===== config.mk =====
export PLATFORM = sky130hd
export DESIGN_NAME = lpf_queue
export DESIGN_NICKNAME = d
export VERILOG_FILES = /design/src/hw/rtl/lpf_pkg.sv /design/src/hw/rtl/lpf_queue.sv
export SDC_FILE = /design/constraint.sdc
export NUM_CORES = 1
export LEC_CHECK = 0
export BUFFER_PORTS_ARGS = -buffer_cell sky130_fd_sc_hd__buf_2
export CORE_MARGIN = 2
export CORE_UTILIZATION = 53
export CTS_BUF_LIST = sky130_fd_sc_hd__clkbuf_8
export DETAILED_ROUTE_END_ITERATION = 7
export GPL_ROUTABILITY_DRIVEN = 0
export PLACE_DENSITY = 0.89
export REMOVE_ABC_BUFFERS = 1
export SYNTH_ARGS = -nofsm -noshare
export SYNTH_HDL_FRONTEND = slang
export SYNTH_SLANG_ARGS = --single-unit

===== constraint.sdc =====
create_clock -name clk -period 1.9 [get_ports clk]
set_input_delay 0.285 -clock clk [delete_from_list [all_inputs] [get_ports clk]]
set_output_delay 0.285 -clock clk [all_outputs]
set_load 0.05 [all_outputs]

===== src/hw/rtl/lpf_pkg.sv =====
package lpf_pkg;

	localparam int MAX_LEN  = 1024;
	localparam int BYTE_AW  = $clog2(MAX_LEN);
	localparam int CNT_W    = $clog2(MAX_LEN + 1);
	localparam int IL_DEPTH = 2 * MAX_LEN + 1;
	localparam int IL_W     = $clog2(IL_DEPTH);
	localparam int SYM_W    = 8;
	localparam int START_W  = 10;
	localparam int LEN_W    = 11;

	// one closed string handed from the loader to the search engine
	typedef struct packed {
		logic [CNT_W-1:0] n;
		logic             ovf;
	} job_t;

	// byte store write port driven by the loader
	typedef struct packed {
		logic               we;
		logic [BYTE_AW-1:0] addr;
		logic [SYM_W-1:0]   data;
	} bwr_t;

	typedef enum logic [2:0] {
		S_IDLE,
		S_POS,
		S_MIR,
		S_CHK,
		S_CMP,
		S_UPD,
		S_FIN
	} srch_state_t;

endpackage


===== src/hw/rtl/lpf_queue.sv =====
module lpf_queue import lpf_pkg::*; (
	input  logic clk,
	input  logic arst_n,
	input  logic push,
	input  job_t wjob,
	input  logic pop,
	output logic empty,
	output job_t head
);

	job_t       ent_q [2];
	logic       rd_q;
	logic       wr_q;
	logic [1:0] cnt_q;

	assign empty = (cnt_q == 2'd0);
	assign head  = ent_q[rd_q];

	// write entries
	always_ff @(posedge clk) begin
		if (push && cnt_q != 2'd2) begin
			ent_q[wr_q] <= wjob;
		end
	end

	// advance pointers and fill level
	always_ff @(posedge clk or negedge arst_n) begin
		if (!arst_n) begin
			rd_q  <= 1'b0;
			wr_q  <= 1'b0;
			cnt_q <= '0;
		end else begin
			if (push && cnt_q != 2'd2) begin
				wr_q <= !wr_q;
			end
			if (pop && !empty) begin
				rd_q <= !rd_q;
			end
			cnt_q <= cnt_q + 2'((push && cnt_q != 2'd2) ? 1 : 0)
			       - 2'((pop && !empty) ? 1 : 0);
		end
	end

endmodule


==> flow_summary.json <==
{
  "yosys.area_share.simple_pct": 1.806,
  "synthTopCellsByArea": "edfxtp_1 (65%), mux2_4 (12%), dfrtp_1 (9.0%)",
  "whs_ns": 0.1972,
  "synth-compound-area-share_pct": 1.467,
  "cts_buffers": 3,
  "crit_arrival_ns": 1.39,
  "synth_top_family_by_area": "multiplexers",
  "final_cell_mix": "buf_2 (28), edfxtp_1 (24), mux2_4 (9)",
  "fin_ws_ns": 0.2265,
  "power.density_nw_per_um2": 1731,
  "antennaDiodeCount": 0,
  "area_delta_synth_final_pct": 22.35,
  "yosysTopAreaCellShare_pct": 65.01,
  "cts_resized": 0,
  "cp_cell_sequence": "buf_4 -> mux2_2 -> buf_2",
  "clkTransAtPathRegs_ns": 0.09,
  "rows": 16,
  "ir_drop_v": 0.001013,
  "antenna_found_initial": 0,
  "drt_iter0_drc": 7,
  "pin_count": 29,
  "track_usage_pct": 13.61,
  "syn-cell-area_um2": 1109,
  "core_um2": 1962,
  "dp_hpwl_mm": 1.052,
  "yosysWarnings": 0,
  "overflow": 0,
  "slew_violations": 0,
  "drt-pass1-iter-count": 3,
  "synthMuxAreaShare_pct": 15.24,
  "cp_num_buf_inv": 2,
  "remaining_drc_errors": 0,
  "start_kind": "flip-flop",
  "clockBufferDepth": 2,
  "via_count": 562,
  "drive_above_1_share_pct": 53.85,
  "synth_fa_ha_area_share_pct": 2.257,
  "ys_ff_latch": 28,
  "die-area_um2": 2474,
  "insertion_delay_ns": 0.27,
  "viasPerCell": 4.763,
  "status": "finished clean",
  "ctsHtreeMaxLevel": 1,
  "grt_pass1_wl_mm": 2.290,
  "fmax_ghz": 0.5975,
  "grt_pass1_vias": 565,
  "cts_tree": "built",
  "critPathTopFamily": "buffers and inverters",
  "min_period_ns": 1.674,
  "end_kind": "primary output",
  "maxCapViolations": 0,
  "timing_hold_violations_final": 0,
  "rsz0062_at_grt": "false",
  "grt_start_max_net_pins": 16,
  "yosysSeqAreaShare_pct": 74.04,
  "cts.sinks": 28,
  "path_class": "flip-flop to primary output",
  "wl_mm": 1.475,
  "post-route-period-util_pct": 88.08,
  "p_leak_nw": 0.5684,
  "root_buffer": "clkbuf_8",
  "finalClockSkew_ns": 0.003386,
  "crit_fanout": 9,
  "setup_violations": 0,
  "yosysTopAreaCell": "edfxtp_1",
  "synth.distinct_cells": 12,
  "place_ws_ns": 0.3915,
  "min_path_type": "primary input to flip-flop",
  "die_h_um": 49.74,
  "worstMarginPinSlew_ns": 0.2561,
  "route.detailed.wl_per_inst_um": 12.50,
  "avgSynthCellArea_um2": 20.16,
  "place.port_buffers": 28,
  "crit_path_max_incr_delay_ns": 0.36,
  "layout_commonest_cell": "buf_2",
  "nNetsFinal": 110,
  "die_w_um": 49.74,
  "critPathRequiredTime_ns": 1.62,
  "relSlewSlack_pct": 83.05,
  "initial_core_util_pct": 56.51,
  "cp_slowest_cell": "dfrtp_1",
  "drtAntennaViolNets": 0,
  "synthCells": 55,
  "synthXorXnorAreaFrac_pct": 3.160
}
path summary, 6_finish.rpt:
| check | startpoint | end | slack [ns] | cells past startpoint |
|---|---|---|---|---|
| worst max-delay path | rd_q | head[1] | 0.23 | 3 |
| worst min-delay path | wjob[9] | ent_q[1][9] | 0.20 | 1 |
| worst max register to register | cnt_q[0] | cnt_q[1] | 0.38 | 7 |
| worst min register to register | wr_q | wr_q | 0.51 | 1 |
| max in group asynchronous | arst_n | wr_q | 1.44 | 2 |
| min in group asynchronous | arst_n | cnt_q[0] | 0.34 | 2 |
power breakdown:
group | internal (mW) | switching [mW]
clock network | 0.145 | 0.166
registers | 0.853 | 0.0627
logic | 0.394 | 0.727
total | 1.39 | 0.956
cells by family (layout without fill, tap and decap cells):
| family | after synthesis | count (layout) |
|---|---|---|
| compound gates | 1 | 1 |
| xor+xnor | 4 | 4 |
| fa+ha+maj | 2 | 2 |
| buf+inv | 4 | 40 |
| flops | 28 | 28 |
| mux | 12 | 12 |
| simple gates | 4 | 4 |
flip-flops by register name, summed over array words and instances (netlist names):
register,count
wr_q,1
cnt_q,2
rd_q,1
ent_q,24
layer usage:
layer / wire, µm / track usage, %
met2: 716 / 24.00
met4: 42 / 9.722
met5: 0 / 0
met3: 120 / 5.758
met1: 596 / 12.18
Yosys cell counts (all sizes together):
| cell type | number |
|---|---|
| nor2 | 3 |
| mux2 | 12 |
| dfrtp | 4 |
| nor2b | 1 |
| xnor2 | 3 |
| ha | 2 |
| buf | 1 |
| edfxtp | 24 |
| o21ai | 1 |
| inv | 3 |
| xor2 | 1 |
through the flow:
| stage | setup TNS [ns] | cells | utilization (%) | power (mW) | instance area [µm²] |
|---|---|---|---|---|---|
| after floorplan | -0.2509 | 54 | - | 1.820 | 1097 |
| after global placement | 0 | 113 | 66.33 | 2.039 | 1301 |
| after detailed placement | 0 | 113 | 66.33 | 2.066 | 1301 |
| after CTS | 0 | 118 | 69.13 | 2.373 | 1356 |
| after global routing | 0 | 118 | 69.13 | 2.465 | 1356 |
| final | 0 | 118 | 69.13 | 2.348 | 1356 |
area by class of cell:
type	instances	area, µm²
Timing Repair Buffer	33	180.2
Clock inverter	1	3.754
Inverter	3	11.26
Sequential cell	28	820.8
Fill cell	148	605.6
Multi-Input combinational cell	23	265.3
Clock buffer	3	41.29
Tap cell	27	33.78
repair_timing:
item                                   in CTS  in global routing
hold buffers                                1                  0
endpoints found under the hold margin       4                  0
setup buffers                               0                  0
worst register-to-register path, cell delays in order (launching register included):
cell	delay [ns]
dfrtp_1	0.43
nor2_1	0.15
nor2b_2	0.07
ha_1	0.27
inv_1	0.04
ha_1	0.18
xnor2_1	0.18
xnor2_1	0.14
Note: power is estimated with default switching activity, not from simulation.
