==> config.mk <==
export PLATFORM = sky130hd
export DESIGN_NAME = lpf_front
export DESIGN_NICKNAME = d
export VERILOG_FILES = /design/src/hw/rtl/lpf_pkg.sv /design/src/hw/rtl/lpf_front.sv
export SDC_FILE = /design/constraint.sdc
export NUM_CORES = 1
export LEC_CHECK = 0
export ABC_AREA = 0
export BUFFER_PORTS_ARGS = -buffer_cell sky130_fd_sc_hd__buf_2
export CAP_MARGIN = 20
export CELL_PAD_IN_SITES_DETAIL_PLACEMENT = 1
export CELL_PAD_IN_SITES_GLOBAL_PLACEMENT = 2
export CORE_MARGIN = 2
export CORE_UTILIZATION = 23
export CTS_CLUSTER_DIAMETER = 150
export CTS_CLUSTER_SIZE = 40
export DETAILED_ROUTE_END_ITERATION = 10
export GPL_TIMING_DRIVEN = 1
export HOLD_SLACK_MARGIN = 0.03
export PLACE_DENSITY = 0.73
export REMOVE_ABC_BUFFERS = 1
export SYNTH_ARGS = -nofsm -noshare
export SYNTH_HDL_FRONTEND = slang
export SYNTH_SLANG_ARGS = --single-unit
==> constraint.sdc <==
create_clock -name clk -period 1.5 [get_ports clk]
set_input_delay 0 -clock clk [delete_from_list [all_inputs] [get_ports clk]]
set_output_delay 0 -clock clk [all_outputs]
set_load 0.1 [all_outputs]
==> src/hw/rtl/lpf_pkg.sv <==
package lpf_pkg;

	localparam int MAX_LEN  = 1024;
	localparam int BYTE_AW  = $clog2(MAX_LEN);
	localparam int CNT_W    = $clog2(MAX_LEN + 1);
	localparam int IL_DEPTH = 2 * MAX_LEN + 1;
	localparam int IL_W     = $clog2(IL_DEPTH);
	localparam int SYM_W    = 8;
	localparam int START_W  = 10;
	localparam int LEN_W    = 11;

	// one closed string handed from the loader to the search engine
	typedef struct packed {
		logic [CNT_W-1:0] n;
		logic             ovf;
	} job_t;

	// byte store write port driven by the loader
	typedef struct packed {
		logic               we;
		logic [BYTE_AW-1:0] addr;
		logic [SYM_W-1:0]   data;
	} bwr_t;

	typedef enum logic [2:0] {
		S_IDLE,
		S_POS,
		S_MIR,
		S_CHK,
		S_CMP,
		S_UPD,
		S_FIN
	} srch_state_t;

endpackage

==> src/hw/rtl/lpf_front.sv <==
module lpf_front import lpf_pkg::*; (
	input  logic             clk,
	input  logic             arst_n,
	input  logic             in_valid,
	output logic             in_stall,
	input  logic [SYM_W-1:0] symbol,
	input  logic             last_symbol,
	input  logic             hold,
	output bwr_t             bwr,
	output logic             push,
	output job_t             job
);

	logic [CNT_W-1:0] count_q;
	logic             ovf_q;
	logic             take;
	logic             room;

	assign in_stall = hold;
	assign take     = in_valid && !hold;
	assign room     = (count_q < CNT_W'(MAX_LEN));

	// store the byte while there is room
	assign bwr.we   = take && room;
	assign bwr.addr = count_q[BYTE_AW-1:0];
	assign bwr.data = symbol;

	// close the string on the flagged byte
	assign push    = take && last_symbol;
	assign job.n   = room ? count_q + CNT_W'(1) : count_q;
	assign job.ovf = ovf_q || !room;

	// advance count, track dropped bytes
	always_ff @(posedge clk or negedge arst_n) begin
		if (!arst_n) begin
			count_q <= '0;
			ovf_q   <= 1'b0;
		end else if (take) begin
			if (last_symbol) begin
				count_q <= '0;
				ovf_q   <= 1'b0;
			end else if (room) begin
				count_q <= count_q + CNT_W'(1);
			end else begin
				ovf_q <= 1'b1;
			end
		end
	end

endmodule

==> run_results.csv <==
group,metric,value,unit
floorplan,rows,23,
yosys,yosysSeqAreaShare,30.6,%
cells_and_area,filler_cell_count,436,
pwr,p_sw,1.08,mW
floorplan,dieHeight,69.3,um
setup_path,cp-end-kind,"primary output",
clock_tree,cts-root-buf,"clkbuf_8",
yosys,yosysTopAreaCell,"dfrtp_1",
setup_path,critPathRequiredTime,1500,ps
cells_and_area,nNetsFinal,169,
pwr,p_total,2.07,mW
route,first_iter_violations,16,
pwr,p_int,0.995,mW
place,dpl.cell_count,180,
place,dp_hpwl,2.25,mm
grt,grt_max_degree,13,
pwr,p_clk_share,17.6,%
yosys,synth.distinct_cells,41,
setup_path,worstSetupPathType,"flop to primary output",
sta,max_freq,623,MHz
yosys,ys.flop_type,"dfrtp_1",
pwr,vdd_drop_max,0.793,mV
sta,hold_viol,0,
route,drt-total-wl,3.65,mm
status,violations,"setup timing",
route,vias,1004,
yosys,yosysTopAreaCellShare,30.6,%
cells_and_area,n_antenna_cell,0,
setup_path,crit_chain,"buf_6, buf_4, nand4b_1, xnor2_2, buf_12",
hold_path,min_path_type,"input port to flop",
sta,finalWorstSetupSlack,-105,ps
grt,grt_pass1_wl,5.55,mm
yosys,ys_top_cells_by_area,"dfrtp_1 31%, buf_4 15%, xnor2_1 6.3%",
sta,period_needed,1600,ps
yosys,syn_area,981,sq um
yosys,yosysWarningCount,0,
floorplan,die_area,0.00480,sq mm
place,dp_slack,-40.2,ps
setup_path,worst-path-max-fanout,3,
setup_path,slowest_delay,400,ps
sta,finalSetupViolCount,9,
setup_path,arrival,1600,ps
cells_and_area,area_delta_synth_final,89.7,%
route,antenna_left,0,
pwr,switching_share,51.9,%
pwr,p_leak,0.867,nW
yosys,syn_area_per_cell,9.08,sq um
route,dr.pass1.iters,4,
cells_and_area,drive_above_1_share,63.0,%
sta,rsz0062_at_grt,"yes",
clock_tree,numCtsBuffers,3,
setup_path,critPathSlowestCell,"dfrtp_1",
yosys,synth-seq-cells,12,
clock_tree,cts_sinks,12,
yosys,syn_inst,108,
route,wl_per_cell,17.9,um
status,status,"complete, but fails checks",
sta,worst_pin_slew,1020,ps
setup_path,startpoint_type,"flop",
route,viasPerCell,4.92,
job,cap_violations,0,
clock_tree,h-tree-depth,1,
route,maxUsedRoutingLayer,"met4",
floorplan,die_w,69.3,um
clock_tree,cts_tree,"done",
pwr,seq_power_share,19.7,%
route,drc_errors,0,
route,wirelength_met1,1.46,mm
grt,grt_pass1_vias,1080,
cells_and_area,layout_common_cells,"21 x buf_4, 15 x buf_2, 11 x buf_12",
setup_path,cp.buffers_inverters,3,
place,place.port_buffers,29,
clock_tree,insertion_delay,250,ps
sta,slew_violations,0,
setup_path,critPathTopFamily,"buffers and inverters",
cells_and_area,layout_commonest_cell,"buf_4",
floorplan,start_util,24.2,%
grt,grt-ovfl-total,0,
clock_tree,clkTransAtPathRegs,60,ps
yosys,ys_async_sr_fraction,100,%
clock_tree,clock_path_buffers,2,
yosys,synth-edff-count,0,
pwr,pwr-share-comb,62.6,%
route,wl_met2,1.95,mm
floorplan,num_io_pins,46,
sta,relSlewSlack,31.8,%
grt,antenna_found_initial,0,
sta,period_share,107,%
grt,grt_util_all_layers,14.4,%
route,dr_wl_met3,184,um
floorplan,coreArea,0.00406,sq mm
pwr,power_density,1110,mW/mm^2
cells_and_area,layoutNonFillerInstCount,204,
sta,clock_skew,5.12,ps
place,place.gp.congestion,0.815,
==> final cells by class <==
cell class	instances	area [sq um]	area share [%]
Sequential cell	12	307	16.5
Timing Repair Buffer	66	691	37.1
Inverter	6	22.5	1.21
Multi-Input combinational cell	66	723	38.9
Clock buffer	4	55.1	2.96
Tap cell	50	62.6	3.36
==> routing by layer <==
metal  up-vias  global-route usage, %
li1        456                      -
met1       510                   18.0
met2        32                   26.1
met3         6                   1.74
met4         0                   3.92
met5         -                      0
==> worst paths after layout <==
path	endpoint	startpoint	depth (start not counted)	slack, ps
worst max-delay path	job[5]	count_q[10]$_DFFE_PN0P_	5	-100
max in group asynchronous	count_q[2]$_DFFE_PN0P_	arst_n	2	1080
worst min-delay path	count_q[7]$_DFFE_PN0P_	last_symbol	2	130
min in group asynchronous	count_q[1]$_DFFE_PN0P_	arst_n	2	170
worst max register to register	count_q[7]$_DFFE_PN0P_	count_q[5]$_DFFE_PN0P_	5	-60
worst min register to register	ovf_q$_DFFE_PN0P_	ovf_q$_DFFE_PN0P_	2	580
==> cells in the mapped netlist, types with 3 or more instances <==
cell type / instances
a21oi_1: 3
a22o_1: 3
buf_4: 20
dfrtp_1: 12
inv_1: 6
nand2_1: 6
nor2_1: 5
o21ai_0: 3
xnor2_1: 7
==> logic make-up after synthesis <==
| family | count (synthesis) | share of synthesized area [%] |
|---|---|---|
| flip-flops | 12 | 30.6 |
| buffers and inverters | 30 | 20.2 |
| AO/OA/AOI/OAI | 18 | 13.8 |
| AND/OR/NAND/NOR | 37 | 25.0 |
| multiplexers | 1 | 1.15 |
| adder cells (fa/ha/maj) | 1 | 1.28 |
| XOR/XNOR | 9 | 8.04 |
==> what timing repair did <==
item,CTS,global route
setup endpoints to repair,10,15
gates resized for setup,35,21
hold buffers,9,0
buffers inserted,7,4
hold endpoints to repair,20,0
pin swaps,14,12
==> sequential cells by signal (all words and copies together), names as in the netlist <==
signal   flops
ovf_q        1
count_q     11
==> power by group through the flow <==
| stage | sequential (mW) | clock [mW] | combinational (mW) |
|---|---|---|---|
| final | 0.409 | 0.364 | 1.30 |
| after global routing | 0.415 | 0.384 | 1.34 |
| after CTS | 0.403 | 0.366 | 1.22 |
| after detailed placement | 0.399 | 0 | 1.02 |
| after global placement | 0.397 | 0 | 1.01 |
| after floorplan | 0.652 | 0 | 0.433 |
==> per-stage QoR <==
step	setup TNS [ps]	hold WS, ps	instance area (sq um)	util (%)
final	-658	131	1860	45.9
after CTS	-338	127	1700	41.9
after global routing	-1460	174	1860	45.9
after floorplan	-24340	-296	806	-
after detailed placement	-40.2	-95.0	1320	32.6
after global placement	-11.6	-98.4	1320	32.6
No activity file was read; power rests on OpenSTA's default activity.
